===== src/rtl/core/ntpd_pkg.sv =====
// ----------------------------------------------------------------------------
// ntpd_pkg
// Shared types, codes and the micro-program of the three-point slope engine.
// ----------------------------------------------------------------------------
package ntpd_pkg;

    localparam int FRAC_BITS = 16;
    localparam int PC_BITS   = 4;

    localparam logic [1:0] STATUS_OK   = 2'd0;
    localparam logic [1:0] STATUS_ZERO = 2'd1;
    localparam logic [1:0] STATUS_SAT  = 2'd2;

    // Quotient kinds computed by the arithmetic engine
    typedef enum logic [1:0] {
        OP_ONE = 2'd0,   // one-sided difference
        OP_CEN = 2'd1,   // weighted central difference
        OP_EXT = 2'd2    // linear extrapolation of two slopes
    } op_t;

    typedef enum logic [2:0] {
        UOP_LDA  = 3'd0,
        UOP_MUL  = 3'd1,
        UOP_SETN = 3'd2,
        UOP_ADDN = 3'd3,
        UOP_SETD = 3'd4,
        UOP_DIV  = 3'd5
    } uop_kind_t;

    typedef enum logic [2:0] {
        FAC_DXL = 3'd0,
        FAC_DXR = 3'd1,
        FAC_DYL = 3'd2,
        FAC_DYR = 3'd3,
        FAC_DX  = 3'd4,
        FAC_YA  = 3'd5
    } fac_t;

    typedef struct packed {
        uop_kind_t kind;
        fac_t      fac;
        logic      shift;
    } uop_t;

    typedef struct packed {
        logic start;
        op_t  op;
    } arith_req_t;

    typedef struct packed {
        logic       done;
        logic [1:0] status;
    } arith_rsp_t;

    function automatic uop_t ucode(op_t op, logic [PC_BITS-1:0] pc);
        uop_t u;
        u = '{UOP_DIV, FAC_DXL, 1'b0};
        case (op)
            OP_CEN: begin
                case (pc)
                    4'd0:    u = '{UOP_LDA,  FAC_DXR, 1'b0};
                    4'd1:    u = '{UOP_MUL,  FAC_DXR, 1'b0};
                    4'd2:    u = '{UOP_MUL,  FAC_DYL, 1'b0};
                    4'd3:    u = '{UOP_SETN, FAC_DXL, 1'b1};
                    4'd4:    u = '{UOP_LDA,  FAC_DXL, 1'b0};
                    4'd5:    u = '{UOP_MUL,  FAC_DXL, 1'b0};
                    4'd6:    u = '{UOP_MUL,  FAC_DYR, 1'b0};
                    4'd7:    u = '{UOP_ADDN, FAC_DXL, 1'b1};
                    4'd8:    u = '{UOP_LDA,  FAC_DXL, 1'b0};
                    4'd9:    u = '{UOP_MUL,  FAC_DXR, 1'b0};
                    4'd10:   u = '{UOP_MUL,  FAC_DX,  1'b0};
                    4'd11:   u = '{UOP_SETD, FAC_DXL, 1'b0};
                    default: u = '{UOP_DIV,  FAC_DXL, 1'b0};
                endcase
            end
            OP_EXT: begin
                case (pc)
                    4'd0:    u = '{UOP_LDA,  FAC_YA,  1'b0};
                    4'd1:    u = '{UOP_MUL,  FAC_DXL, 1'b0};
                    4'd2:    u = '{UOP_SETN, FAC_DXL, 1'b0};
                    4'd3:    u = '{UOP_LDA,  FAC_DYL, 1'b0};
                    4'd4:    u = '{UOP_MUL,  FAC_DX,  1'b0};
                    4'd5:    u = '{UOP_ADDN, FAC_DXL, 1'b0};
                    4'd6:    u = '{UOP_LDA,  FAC_DXL, 1'b0};
                    4'd7:    u = '{UOP_SETD, FAC_DXL, 1'b0};
                    default: u = '{UOP_DIV,  FAC_DXL, 1'b0};
                endcase
            end
            default: begin
                case (pc)
                    4'd0:    u = '{UOP_LDA,  FAC_DYL, 1'b0};
                    4'd1:    u = '{UOP_SETN, FAC_DXL, 1'b1};
                    4'd2:    u = '{UOP_LDA,  FAC_DXL, 1'b0};
                    4'd3:    u = '{UOP_SETD, FAC_DXL, 1'b0};
                    default: u = '{UOP_DIV,  FAC_DXL, 1'b0};
                endcase
            end
        endcase
        return u;
    endfunction

endpackage


===== src/rtl/core/nonuniform_three_point_derivative_unit.sv =====
// ----------------------------------------------------------------------------
// nonuniform_three_point_derivative_unit
// Streaming first derivative of (x, y) samples on a non-uniform grid.
// ----------------------------------------------------------------------------
//  Channel   Ports                                   Direction
//  s_        s_x_pos, s_y_val, s_last_sample         in  (valid/ready)
//  m_        m_slope, m_status, m_last_result        out (valid/ready)
//  cfg_      cfg_we, cfg_wdata (extrapolate_ends)    in  (write only)
//
//  One sample at a time; s_ready is high only while the unit is idle.
//  Each quotient runs in one shared engine: a central difference, a
//  one-sided value or an extrapolated end value. The fourth and the last
//  sample of a sequence add up to two end computations. Results then drain
//  one beat per cycle while m_ready is high.
//  Reset is synchronous; a stalled m_ beat holds the queue.
// ----------------------------------------------------------------------------
module nonuniform_three_point_derivative_unit #(
    parameter int SAMPLE_WIDTH = 32
) (
    input  logic                           aclk,
    input  logic                           aresetn,
    input  logic                           cfg_we,
    input  logic                           cfg_wdata,
    input  logic                           s_valid,
    output logic                           s_ready,
    input  logic signed [SAMPLE_WIDTH-1:0] s_x_pos,
    input  logic signed [SAMPLE_WIDTH-1:0] s_y_val,
    input  logic                           s_last_sample,
    output logic                           m_valid,
    input  logic                           m_ready,
    output logic signed [SAMPLE_WIDTH-1:0] m_slope,
    output logic [1:0]                     m_status,
    output logic                           m_last_result
);
    import ntpd_pkg::*;

    localparam int W = SAMPLE_WIDTH;

    localparam logic [2:0] CNT_ZERO  = 3'd0;
    localparam logic [2:0] CNT_ONE   = 3'd1;
    localparam logic [2:0] CNT_TWO   = 3'd2;
    localparam logic [2:0] CNT_THREE = 3'd3;
    localparam logic [2:0] CNT_FOUR  = 3'd4;

    typedef enum logic [3:0] {
        ST_IDLE  = 4'b0001,
        ST_CALC  = 4'b0010,
        ST_FILL  = 4'b0100,
        ST_DRAIN = 4'b1000
    } state_t;

    typedef enum logic [2:0] {
        PH_S  = 3'b001,
        PH_E1 = 3'b010,
        PH_E2 = 3'b100
    } phase_t;

    state_t              state_reg;
    phase_t              phase_reg;
    logic                ext_reg, start_reg;
    logic signed [W-1:0] x_in_reg, y_in_reg;
    logic                last_in_reg;
    logic signed [W-1:0] first_x_reg, older_x_reg, prev_x_reg, older_y_reg, prev_y_reg;
    logic signed [W-1:0] older_slope_reg, prev_slope_reg;
    logic [1:0]          older_status_reg, prev_status_reg;
    logic [2:0]          count_reg;
    logic signed [W-1:0] s_slope_reg, e1_slope_reg, e2_slope_reg;
    logic [1:0]          s_status_reg, e1_status_reg, e2_status_reg;
    logic signed [W-1:0] q_slope_reg  [4];
    logic [1:0]          q_status_reg [4];
    logic                q_last_reg   [4];
    logic [2:0]          q_cnt_reg;
    logic                m_valid_reg;
    logic signed [W-1:0] m_slope_reg;
    logic [1:0]          m_status_reg;
    logic                m_last_reg;

    arith_req_t          req;
    arith_rsp_t          rsp;
    logic signed [W-1:0] a_xa, a_ya, a_xb, a_yb, a_xc, a_yc, a_slope;

    logic signed [W-1:0] fq_slope  [4];
    logic [1:0]          fq_status [4];
    logic                fq_last   [4];
    logic [2:0]          fill_cnt;
    logic                s_fire;

    assign s_ready = (state_reg == ST_IDLE);
    assign s_fire  = s_valid && s_ready;

    // operand routing for the engine
    always_comb begin
        req.start = start_reg;
        req.op    = OP_ONE;
        a_xa = prev_x_reg;
        a_ya = prev_y_reg;
        a_xb = x_in_reg;
        a_yb = y_in_reg;
        a_xc = x_in_reg;
        a_yc = y_in_reg;
        unique case (phase_reg)
            PH_S: begin
                if (count_reg != CNT_ONE) begin
                    req.op = OP_CEN;
                    a_xa = older_x_reg;
                    a_ya = older_y_reg;
                    a_xb = prev_x_reg;
                    a_yb = prev_y_reg;
                end
            end
            PH_E1: begin
                req.op = OP_EXT;
                a_xa = older_x_reg;
                a_ya = prev_slope_reg;
                a_xb = prev_x_reg;
                a_yb = s_slope_reg;
                a_xc = first_x_reg;
            end
            default: begin
                if (count_reg >= CNT_THREE && ext_reg) begin
                    req.op = OP_EXT;
                    a_xa = older_x_reg;
                    a_ya = prev_slope_reg;
                    a_xb = prev_x_reg;
                    a_yb = s_slope_reg;
                end
            end
        endcase
    end

    ntpd_arith #(
        .W (W)
    ) u_arith (
        .aclk    (aclk),
        .aresetn (aresetn),
        .req     (req),
        .xa      (a_xa),
        .ya      (a_ya),
        .xb      (a_xb),
        .yb      (a_yb),
        .xc      (a_xc),
        .yc      (a_yc),
        .rsp     (rsp),
        .slope   (a_slope)
    );

    // results released by this sample, in index order
    always_comb begin
        fill_cnt = 3'd0;
        for (int i = 0; i < 4; i++) begin
            fq_slope[i]  = s_slope_reg;
            fq_status[i] = s_status_reg;
            fq_last[i]   = 1'b0;
        end
        case (count_reg)
            CNT_ZERO: begin
                if (last_in_reg) begin
                    fq_slope[0]  = '0;
                    fq_status[0] = STATUS_ZERO;
                    fq_last[0]   = 1'b1;
                    fill_cnt     = 3'd1;
                end
            end
            CNT_ONE: begin
                if (last_in_reg) begin
                    fq_last[1] = 1'b1;
                    fill_cnt   = 3'd2;
                end
            end
            CNT_TWO: begin
                if (last_in_reg) begin
                    fq_slope[0]  = older_slope_reg;
                    fq_status[0] = older_status_reg;
                    fq_slope[2]  = e2_slope_reg;
                    fq_status[2] = e2_status_reg;
                    fq_last[2]   = 1'b1;
                    fill_cnt     = 3'd3;
                end
            end
            CNT_THREE: begin
                fq_slope[0]  = ext_reg ? e1_slope_reg  : older_slope_reg;
                fq_status[0] = ext_reg ? e1_status_reg : older_status_reg;
                fq_slope[1]  = prev_slope_reg;
                fq_status[1] = prev_status_reg;
                fill_cnt     = 3'd3;
                if (last_in_reg) begin
                    fq_slope[3]  = e2_slope_reg;
                    fq_status[3] = e2_status_reg;
                    fq_last[3]   = 1'b1;
                    fill_cnt     = 3'd4;
                end
            end
            default: begin
                fill_cnt = 3'd1;
                if (last_in_reg) begin
                    fq_slope[1]  = e2_slope_reg;
                    fq_status[1] = e2_status_reg;
                    fq_last[1]   = 1'b1;
                    fill_cnt     = 3'd2;
                end
            end
        endcase
    end

    always_ff @(posedge aclk) begin
        if (!aresetn) begin
            state_reg        <= ST_IDLE;
            phase_reg        <= PH_S;
            ext_reg          <= 1'b0;
            start_reg        <= 1'b0;
            count_reg        <= CNT_ZERO;
            q_cnt_reg        <= 3'd0;
            m_valid_reg      <= 1'b0;
            first_x_reg      <= '0;
            older_x_reg      <= '0;
            prev_x_reg       <= '0;
            older_y_reg      <= '0;
            prev_y_reg       <= '0;
            older_slope_reg  <= '0;
            prev_slope_reg   <= '0;
            older_status_reg <= STATUS_OK;
            prev_status_reg  <= STATUS_OK;
        end else begin
            start_reg <= 1'b0;
            if (cfg_we) begin
                ext_reg <= cfg_wdata;
            end
            if (m_valid_reg && m_ready) begin
                m_valid_reg <= 1'b0;
            end
            unique case (state_reg)
                ST_IDLE: begin
                    if (s_fire) begin
                        x_in_reg    <= s_x_pos;
                        y_in_reg    <= s_y_val;
                        last_in_reg <= s_last_sample;
                        if (count_reg == CNT_ZERO) begin
                            state_reg <= ST_FILL;
                        end else begin
                            phase_reg <= PH_S;
                            start_reg <= 1'b1;
                            state_reg <= ST_CALC;
                        end
                    end
                end
                ST_CALC: begin
                    if (rsp.done) begin
                        unique case (phase_reg)
                            PH_S: begin
                                s_slope_reg  <= a_slope;
                                s_status_reg <= rsp.status;
                                if (count_reg == CNT_THREE && ext_reg) begin
                                    phase_reg <= PH_E1;
                                    start_reg <= 1'b1;
                                end else if (last_in_reg && count_reg >= CNT_TWO) begin
                                    phase_reg <= PH_E2;
                                    start_reg <= 1'b1;
                                end else begin
                                    state_reg <= ST_FILL;
                                end
                            end
                            PH_E1: begin
                                e1_slope_reg  <= a_slope;
                                e1_status_reg <= rsp.status;
                                if (last_in_reg) begin
                                    phase_reg <= PH_E2;
                                    start_reg <= 1'b1;
                                end else begin
                                    state_reg <= ST_FILL;
                                end
                            end
                            default: begin
                                e2_slope_reg  <= a_slope;
                                e2_status_reg <= rsp.status;
                                state_reg     <= ST_FILL;
                            end
                        endcase
                    end
                end
                ST_FILL: begin
                    for (int i = 0; i < 4; i++) begin
                        q_slope_reg[i]  <= fq_slope[i];
                        q_status_reg[i] <= fq_status[i];
                        q_last_reg[i]   <= fq_last[i];
                    end
                    q_cnt_reg <= fill_cnt;
                    state_reg <= (fill_cnt == 3'd0) ? ST_IDLE : ST_DRAIN;
                    // advance the sample history
                    case (count_reg)
                        CNT_ZERO: begin
                            first_x_reg <= x_in_reg;
                            prev_x_reg  <= x_in_reg;
                            prev_y_reg  <= y_in_reg;
                            count_reg   <= last_in_reg ? CNT_ZERO : CNT_ONE;
                        end
                        CNT_ONE: begin
                            if (last_in_reg) begin
                                count_reg <= CNT_ZERO;
                            end else begin
                                older_slope_reg  <= s_slope_reg;
                                older_status_reg <= s_status_reg;
                                older_x_reg      <= prev_x_reg;
                                older_y_reg      <= prev_y_reg;
                                prev_x_reg       <= x_in_reg;
                                prev_y_reg       <= y_in_reg;
                                count_reg        <= CNT_TWO;
                            end
                        end
                        CNT_TWO: begin
                            if (last_in_reg) begin
                                count_reg <= CNT_ZERO;
                            end else begin
                                prev_slope_reg  <= s_slope_reg;
                                prev_status_reg <= s_status_reg;
                                older_x_reg     <= prev_x_reg;
                                older_y_reg     <= prev_y_reg;
                                prev_x_reg      <= x_in_reg;
                                prev_y_reg      <= y_in_reg;
                                count_reg       <= CNT_THREE;
                            end
                        end
                        default: begin
                            if (last_in_reg) begin
                                count_reg <= CNT_ZERO;
                            end else begin
                                older_slope_reg  <= prev_slope_reg;
                                older_status_reg <= prev_status_reg;
                                prev_slope_reg   <= s_slope_reg;
                                prev_status_reg  <= s_status_reg;
                                older_x_reg      <= prev_x_reg;
                                older_y_reg      <= prev_y_reg;
                                prev_x_reg       <= x_in_reg;
                                prev_y_reg       <= y_in_reg;
                                count_reg        <= CNT_FOUR;
                            end
                        end
                    endcase
                end
                default: begin
                    // hand one beat to the output register when it frees up
                    if (!m_valid_reg || m_ready) begin
                        m_valid_reg  <= 1'b1;
                        m_slope_reg  <= q_slope_reg[0];
                        m_status_reg <= q_status_reg[0];
                        m_last_reg   <= q_last_reg[0];
                        for (int i = 0; i < 3; i++) begin
                            q_slope_reg[i]  <= q_slope_reg[i+1];
                            q_status_reg[i] <= q_status_reg[i+1];
                            q_last_reg[i]   <= q_last_reg[i+1];
                        end
                        q_cnt_reg <= q_cnt_reg - 1'b1;
                        if (q_cnt_reg == 3'd1) begin
                            state_reg <= ST_IDLE;
                        end
                    end
                end
            endcase
        end
    end

    assign m_valid       = m_valid_reg;
    assign m_slope       = m_slope_reg;
    assign m_status      = m_status_reg;
    assign m_last_result = m_last_reg;

    a_idle_empty: assert property (@(posedge aclk) disable iff (!aresetn)
        s_ready |-> (q_cnt_reg == 3'd0))
        else $error("input accepted with results still queued");

    a_done_in_calc: assert property (@(posedge aclk) disable iff (!aresetn)
        rsp.done |-> (state_reg == ST_CALC))
        else $error("engine result outside of calc");

    a_start_gap: assert property (@(posedge aclk) disable iff (!aresetn)
        req.start |=> !rsp.done)
        else $error("engine finished in one cycle");

    a_count_range: assert property (@(posedge aclk) disable iff (!aresetn)
        (state_reg == ST_DRAIN) |-> (q_cnt_reg != 3'd0))
        else $error("drain with empty queue");

endmodule


===== src/rtl/core/ntpd_arith.sv =====
// ----------------------------------------------------------------------------
// ntpd_arith
// Micro-programmed engine: serial multiplies and a restoring divider on one
// shared wide adder; produces one saturated Q16.16 quotient per request.
// ----------------------------------------------------------------------------
module ntpd_arith #(
    parameter int W = 32
) (
    input  logic                   aclk,
    input  logic                   aresetn,
    input  ntpd_pkg::arith_req_t   req,
    input  logic signed [W-1:0]    xa,
    input  logic signed [W-1:0]    ya,
    input  logic signed [W-1:0]    xb,
    input  logic signed [W-1:0]    yb,
    input  logic signed [W-1:0]    xc,
    input  logic signed [W-1:0]    yc,
    output ntpd_pkg::arith_rsp_t   rsp,
    output logic signed [W-1:0]    slope
);
    import ntpd_pkg::*;

    localparam int FW = W + 2;
    localparam int NW = 3 * FW + FRAC_BITS + 1;
    localparam int AW = NW + 2;
    localparam int CW = $clog2(NW + 1);

    typedef enum logic [6:0] {
        AS_IDLE = 7'b0000001,
        AS_EXEC = 7'b0000010,
        AS_MUL  = 7'b0000100,
        AS_NEGN = 7'b0001000,
        AS_NEGD = 7'b0010000,
        AS_DIV  = 7'b0100000,
        AS_FIN  = 7'b1000000
    } astate_t;

    astate_t               state_reg;
    logic [PC_BITS-1:0]    pc_reg;
    op_t                   op_reg;
    logic signed [FW-1:0]  dxl_reg, dxr_reg, dyl_reg, dyr_reg, dx_reg, ya_reg;
    logic [NW-1:0]         a_reg, p_reg, n_reg, d_reg, rem_reg;
    logic [FW-1:0]         m_reg;
    logic                  fneg_reg;
    logic [W-1:0]          q_reg;
    logic                  ovf_reg, neg_reg;
    logic [CW-1:0]         cnt_reg;
    logic                  done_reg;
    logic [1:0]            status_reg;
    logic signed [W-1:0]   slope_reg;

    uop_t                  uop;
    logic signed [FW-1:0]  fac_sel;
    logic [FW-1:0]         fac_mag;
    logic [NW-1:0]         a_sh;
    logic [NW:0]           rem_sh;
    logic [AW-1:0]         opa, opb, sum;
    logic                  cin, qbit;
    logic [W-1:0]          lim_pos, lim_neg;
    logic                  over;

    assign uop = ucode(op_reg, pc_reg);

    always_comb begin
        case (uop.fac)
            FAC_DXL: fac_sel = dxl_reg;
            FAC_DXR: fac_sel = dxr_reg;
            FAC_DYL: fac_sel = dyl_reg;
            FAC_DYR: fac_sel = dyr_reg;
            FAC_DX:  fac_sel = dx_reg;
            default: fac_sel = ya_reg;
        endcase
    end

    assign fac_mag = fac_sel[FW-1] ? (FW'(0) - fac_sel) : fac_sel;
    assign a_sh    = uop.shift ? (a_reg << FRAC_BITS) : a_reg;
    assign rem_sh  = {rem_reg, n_reg[NW-1]};

    // shared adder
    always_comb begin
        opa = '0;
        opb = '0;
        cin = 1'b0;
        unique case (state_reg)
            AS_MUL: begin
                opa = {1'b0, p_reg, 1'b0};
                if (m_reg[FW-1]) begin
                    opb = {2'b00, (fneg_reg ? ~a_reg : a_reg)};
                    cin = fneg_reg;
                end
            end
            AS_EXEC: begin
                opa = {2'b00, n_reg};
                opb = {2'b00, a_sh};
            end
            AS_NEGN: begin
                opa = {2'b00, ~n_reg};
                cin = 1'b1;
            end
            AS_NEGD: begin
                opa = {2'b00, ~d_reg};
                cin = 1'b1;
            end
            AS_DIV: begin
                opa = {1'b0, rem_sh};
                opb = ~{2'b00, d_reg};
                cin = 1'b1;
            end
            default: begin
                opa = '0;
            end
        endcase
    end

    assign sum     = opa + opb + AW'(cin);
    assign qbit    = ~sum[AW-1];
    assign lim_pos = {1'b0, {(W-1){1'b1}}};
    assign lim_neg = {1'b1, {(W-1){1'b0}}};
    assign over    = neg_reg ? (q_reg > lim_neg) : (q_reg > lim_pos);

    always_ff @(posedge aclk) begin
        if (!aresetn) begin
            state_reg <= AS_IDLE;
            done_reg  <= 1'b0;
        end else begin
            done_reg <= 1'b0;
            unique case (state_reg)
                AS_IDLE: begin
                    if (req.start) begin
                        op_reg    <= req.op;
                        pc_reg    <= '0;
                        dxl_reg   <= FW'(xb) - FW'(xa);
                        dxr_reg   <= FW'(xc) - FW'(xb);
                        dyl_reg   <= FW'(yb) - FW'(ya);
                        dyr_reg   <= FW'(yc) - FW'(yb);
                        dx_reg    <= FW'(xc) - FW'(xa);
                        ya_reg    <= FW'(ya);
                        state_reg <= AS_EXEC;
                    end
                end
                AS_EXEC: begin
                    case (uop.kind)
                        UOP_LDA: begin
                            a_reg  <= {{(NW-FW){fac_sel[FW-1]}}, fac_sel};
                            pc_reg <= pc_reg + 1'b1;
                        end
                        UOP_MUL: begin
                            m_reg     <= fac_mag;
                            fneg_reg  <= fac_sel[FW-1];
                            p_reg     <= '0;
                            cnt_reg   <= CW'(FW);
                            state_reg <= AS_MUL;
                        end
                        UOP_SETN: begin
                            n_reg  <= a_sh;
                            pc_reg <= pc_reg + 1'b1;
                        end
                        UOP_ADDN: begin
                            n_reg  <= sum[NW-1:0];
                            pc_reg <= pc_reg + 1'b1;
                        end
                        UOP_SETD: begin
                            d_reg  <= a_reg;
                            pc_reg <= pc_reg + 1'b1;
                        end
                        default: begin
                            if (d_reg == '0) begin
                                slope_reg  <= '0;
                                status_reg <= STATUS_ZERO;
                                done_reg   <= 1'b1;
                                state_reg  <= AS_IDLE;
                            end else begin
                                neg_reg   <= n_reg[NW-1] ^ d_reg[NW-1];
                                rem_reg   <= '0;
                                q_reg     <= '0;
                                ovf_reg   <= 1'b0;
                                cnt_reg   <= CW'(NW);
                                state_reg <= AS_NEGN;
                            end
                        end
                    endcase
                end
                AS_MUL: begin
                    p_reg   <= sum[NW-1:0];
                    m_reg   <= m_reg << 1;
                    cnt_reg <= cnt_reg - 1'b1;
                    if (cnt_reg == CW'(1)) begin
                        a_reg     <= sum[NW-1:0];
                        pc_reg    <= pc_reg + 1'b1;
                        state_reg <= AS_EXEC;
                    end
                end
                AS_NEGN: begin
                    if (n_reg[NW-1]) begin
                        n_reg <= sum[NW-1:0];
                    end
                    state_reg <= AS_NEGD;
                end
                AS_NEGD: begin
                    if (d_reg[NW-1]) begin
                        d_reg <= sum[NW-1:0];
                    end
                    state_reg <= AS_DIV;
                end
                AS_DIV: begin
                    n_reg   <= n_reg << 1;
                    rem_reg <= qbit ? sum[NW-1:0] : rem_sh[NW-1:0];
                    q_reg   <= {q_reg[W-2:0], qbit};
                    ovf_reg <= ovf_reg | q_reg[W-1];
                    cnt_reg <= cnt_reg - 1'b1;
                    if (cnt_reg == CW'(1)) begin
                        state_reg <= AS_FIN;
                    end
                end
                default: begin
                    // clamp out-of-range quotients
                    if (ovf_reg || over) begin
                        slope_reg  <= neg_reg ? lim_neg : lim_pos;
                        status_reg <= STATUS_SAT;
                    end else begin
                        slope_reg  <= neg_reg ? ({W{1'b0}} - q_reg) : q_reg;
                        status_reg <= STATUS_OK;
                    end
                    done_reg  <= 1'b1;
                    state_reg <= AS_IDLE;
                end
            endcase
        end
    end

    assign rsp.done   = done_reg;
    assign rsp.status = status_reg;
    assign slope      = slope_reg;

endmodule


===== config.mk =====
export PLATFORM = sky130hd
export DESIGN_NAME = nonuniform_three_point_derivative_unit
export DESIGN_NICKNAME = d
export VERILOG_FILES = /design/src/rtl/core/ntpd_pkg.sv /design/src/rtl/core/nonuniform_three_point_derivative_unit.sv /design/src/rtl/core/ntpd_arith.sv
export SDC_FILE = /design/constraint.sdc
export NUM_CORES = 2
export LEC_CHECK = 0
export ABC_AREA = 0
export BUFFER_PORTS_ARGS = -buffer_cell sky130_fd_sc_hd__buf_2
export CAP_MARGIN = 20
export CORE_MARGIN = 3
export CORE_UTILIZATION = 35
export CTS_CLUSTER_DIAMETER = 40
export DETAILED_ROUTE_END_ITERATION = 6
export PLACE_DENSITY_LB_ADDON = 0.12
export REMOVE_ABC_BUFFERS = 1
export SYNTH_ARGS = -nofsm -noshare
export SYNTH_HDL_FRONTEND = slang
export SYNTH_SLANG_ARGS = --single-unit

===== constraint.sdc =====
create_clock -name aclk -period 19.8 [get_ports aclk]
set_clock_uncertainty 0.1 [all_clocks]
set_input_delay 3.96 -clock aclk [delete_from_list [all_inputs] [get_ports aclk]]
set_output_delay 3.96 -clock aclk [all_outputs]
set_load 0.01 [all_outputs]

==> run metrics <==
status finished, violations left; failing checks DRC; # rows between 150 and 200; Synth-to-Final Area Change 15.86%; Num CTS Buffers between 200 and 300; TritonCTS clock tree yes; # port buffers 107; layout cell share with drive strength beyond 1 between 10% and 20%; Async SR Flop Fraction 0%; period utilization between 40% and 50%; Hold Buf Count CTS 0; Worst-Skew Late Latency a little under 0.9 ns; Worst EP required between 20 and 25 ns; Area contributors post-synth edfxtp_1 (43%), nand2_1 (6.9%), dfxtp_1 (6.0%), a21oi_1 (4.2%), ha_1 (4.2%); Final TNS setup 0 ns; Die W a little over 500 microns; top fanout value on the critical path between 60 and 70; VDD IR-drop max 77.90 uV; Starting Density about a third; Congestion Overflow GR 0; Design Area, Final 0.1016 sq mm; Vias roughly 73k; LEAKAGE roughly 36 nW; Post-synth EDFFs between 1k and 1.5k; worst slew pin tran approximately 1.3 ns; post-synth cell types 90; R2R setup slack 10.56 ns; Slew headroom between 10% and 20%; post-synthesis sequential area ratio between 40 and 50%; deepest clock path buffer count 4; DRT antenna net count 0; critical path launch point type flip-flop; fmax between 100 and 150 MHz; most frequent cells in the layout nand2_1 (1,591), edfxtp_1 (1,250), a21oi_1 (739); wire per inst ~26 microns; area of the multi-input gates approximately 0.042 sq mm; Seq. cell area 0.04282 sq mm; final worst setup slack 10.56 ns; DP Wirelength approximately 220 mm; Core ar. between 0.2 and 0.25 sq mm; Detailed Route Iter0 Violations approximately 7k; CP Capture Type flip-flop; Final Hold Vio Count 0; path type of the worst min-delay path flip-flop to flip-flop; worst endpoint data arrival time a little under 10 ns; commonest non-fill, non-tap cell in the layout nand2_1; routability congestion estimate 0.9505; antenna violations before repair 9; max cap viols 0; top-area cell type share of the netlist area 42.79%; Min Clock Period, post-route between 9 and 10 ns; Pins Over Slew Limit 0; vias per cell around 5.8; Clk pin slew, worst setup/hold paths roughly 0.06 ns; critical path type flip-flop to flip-flop; hold_ws 0.3159 ns; pwr dens between 100 and 150 mW/mm^2; final WL approximately 330 mm; Synth Flop Type edfxtp_1; CTS sink cnt about 1.5k; Yosys warning count 0; Yosys reg bits roughly 1.5k; syn avg cell area 9.660 sq um; DP Worst Slack 10.69 ns; io pins between 100 and 150; flip-flop count of the largest register after layout 128; Overall Global Routing Usage around a quarter; DP Area ~0.09 sq mm; # DRC 1; post_cts resized 0; level count of the clock H-tree 5; Die Span Y 506.7 microns; die area 0.2567 sq mm; area leader, netlist edfxtp_1; largest net degree at the start of global routing between 150 and 200; nets ~9.4k; vias in the first global route around 71k; Post-Syn Instances around 9k; post-CTS setup buffers 0; RSZ-0062 raised after global routing no; first-pass GRT wire length ~480 mm; Fillers 24.30k; cell area after synthesis around 0.088 sq mm; # setup viols final 0; Clock Root Buffer clkbuf_16; DRT Pass-1 Iters 7
[cells in the mapped netlist, types with 11 or more instances]
cell	count
clkbuf_1	543
or3_1	38
inv_1	246
xnor2_1	183
o2111ai_1	11
o221ai_1	173
mux2_2	116
a22o_1	85
o211ai_1	150
o21a_1	45
o22a_1	27
and3_1	49
a221o_1	19
a21o_1	141
nand3b_1	17
mux2i_1	210
buf_1	43
xor2_1	220
edfxtp_1	1250
nand3_1	96
a21boi_0	22
nand4_1	76
nor3_1	84
dfxtp_1	264
nor4_1	50
o21ai_0	638
a221oi_1	190
and2_1	36
nor2_1	676
a31o_2	11
nor3b_1	23
o21bai_1	72
a22oi_1	100
nor2b_1	93
a211oi_1	34
ha_1	295
o31ai_1	25
or2_2	15
buf_2	15
o221a_2	90
nand2b_1	101
a31oi_1	39
a21oi_1	742
nand2_1	1602
[critical path, stage by stage, from the launching register on]
cell and delay [ns]:
edfxtp_1 0.39, ha_1 0.78, nand3_1 0.29, o21ai_4 0.46, buf_4 0.67, buf_4 0.57, mux2i_1 0.32, o221ai_1 0.14
ha_1 0.42, a21o_1 0.23, o21bai_1 0.19, a21oi_1 0.26, o31ai_1 0.16, a31oi_1 0.40, o2111ai_1 0.20, o211ai_1 0.40
a21oi_1 0.15, a21boi_0 0.63, o21a_4 0.82, buf_4 0.88, nand2_1 0.15, a21oi_1 0.17
[cells by family (layout without fill, tap and decap cells)]
logic type,count (synthesis),after routing,share of synthesized area [%]
buffers and inverters,853,1015,3.705
adder cells (fa/ha/maj),302,302,4.367
flip-flops,1514,1514,48.81
AND/OR/NAND/NOR,2985,2985,14.68
XOR/XNOR,403,403,4.023
AO/OA/AOI/OAI,2691,2691,20.32
multiplexers,334,334,4.090
other,0,4,0
[routing by layer]
| metal | part of all wire, % | vias up | track usage [%] |
|---|---|---|---|
| met4 | 4.1 | 6 | 9.558 |
| met5 | 0.012 | - | 0 |
| li1 | - | 33510 | - |
| met3 | 6.0 | 592 | 3.231 |
| met1 | 43 | 36120 | 32.47 |
| met2 | 47 | 2690 | 40.63 |
[per-stage QoR]
step | power [W] | cells | util (%)
floorplan | 0.005214 | 8476 | -
global placement | 0.005717 | 12040 | 36.80
detailed placement | 0.005737 | 12040 | 36.81
CTS | 0.01087 | 12570 | 40.83
global route | 0.01120 | 12570 | 40.84
finish | 0.01076 | 12580 | 40.84
[final cells by class]
| class | count | share of cell area [%] |
|---|---|---|
| Multi-Input combinational cell | 6715 | 41.38 |
| Antenna cell | 4 | 0.009847 |
| Clock buffer | 332 | 7.584 |
| Inverter | 247 | 0.9293 |
| Tap cell | 3330 | 4.099 |
| Clock inverter | 201 | 2.248 |
| Timing Repair Buffer | 235 | 1.620 |
| Sequential cell | 1514 | 42.13 |
[worst paths after layout]
kind | start | to | cells past startpoint
worst min register to register | q_slope_reg[0][6] | m_slope[6] | 0
worst max-delay path | u_arith.op_reg[1] | u_arith.rem_reg[87] | 21
worst min-delay path | q_slope_reg[0][6] | m_slope[6] | 0
worst max register to register | u_arith.op_reg[1] | u_arith.rem_reg[87] | 21
[power by group]
part | leakage [nW] | switching [W] | internal [W] | total (W)
clock | 4.81 | 0.00181 | 0.00328 | 0.00509
sequential | 13.8 | 0.000105 | 0.00377 | 0.00388
combinational | 17.6 | 0.00113 | 0.000664 | 0.00179
Note: power is estimated with default switching activity, not from simulation.
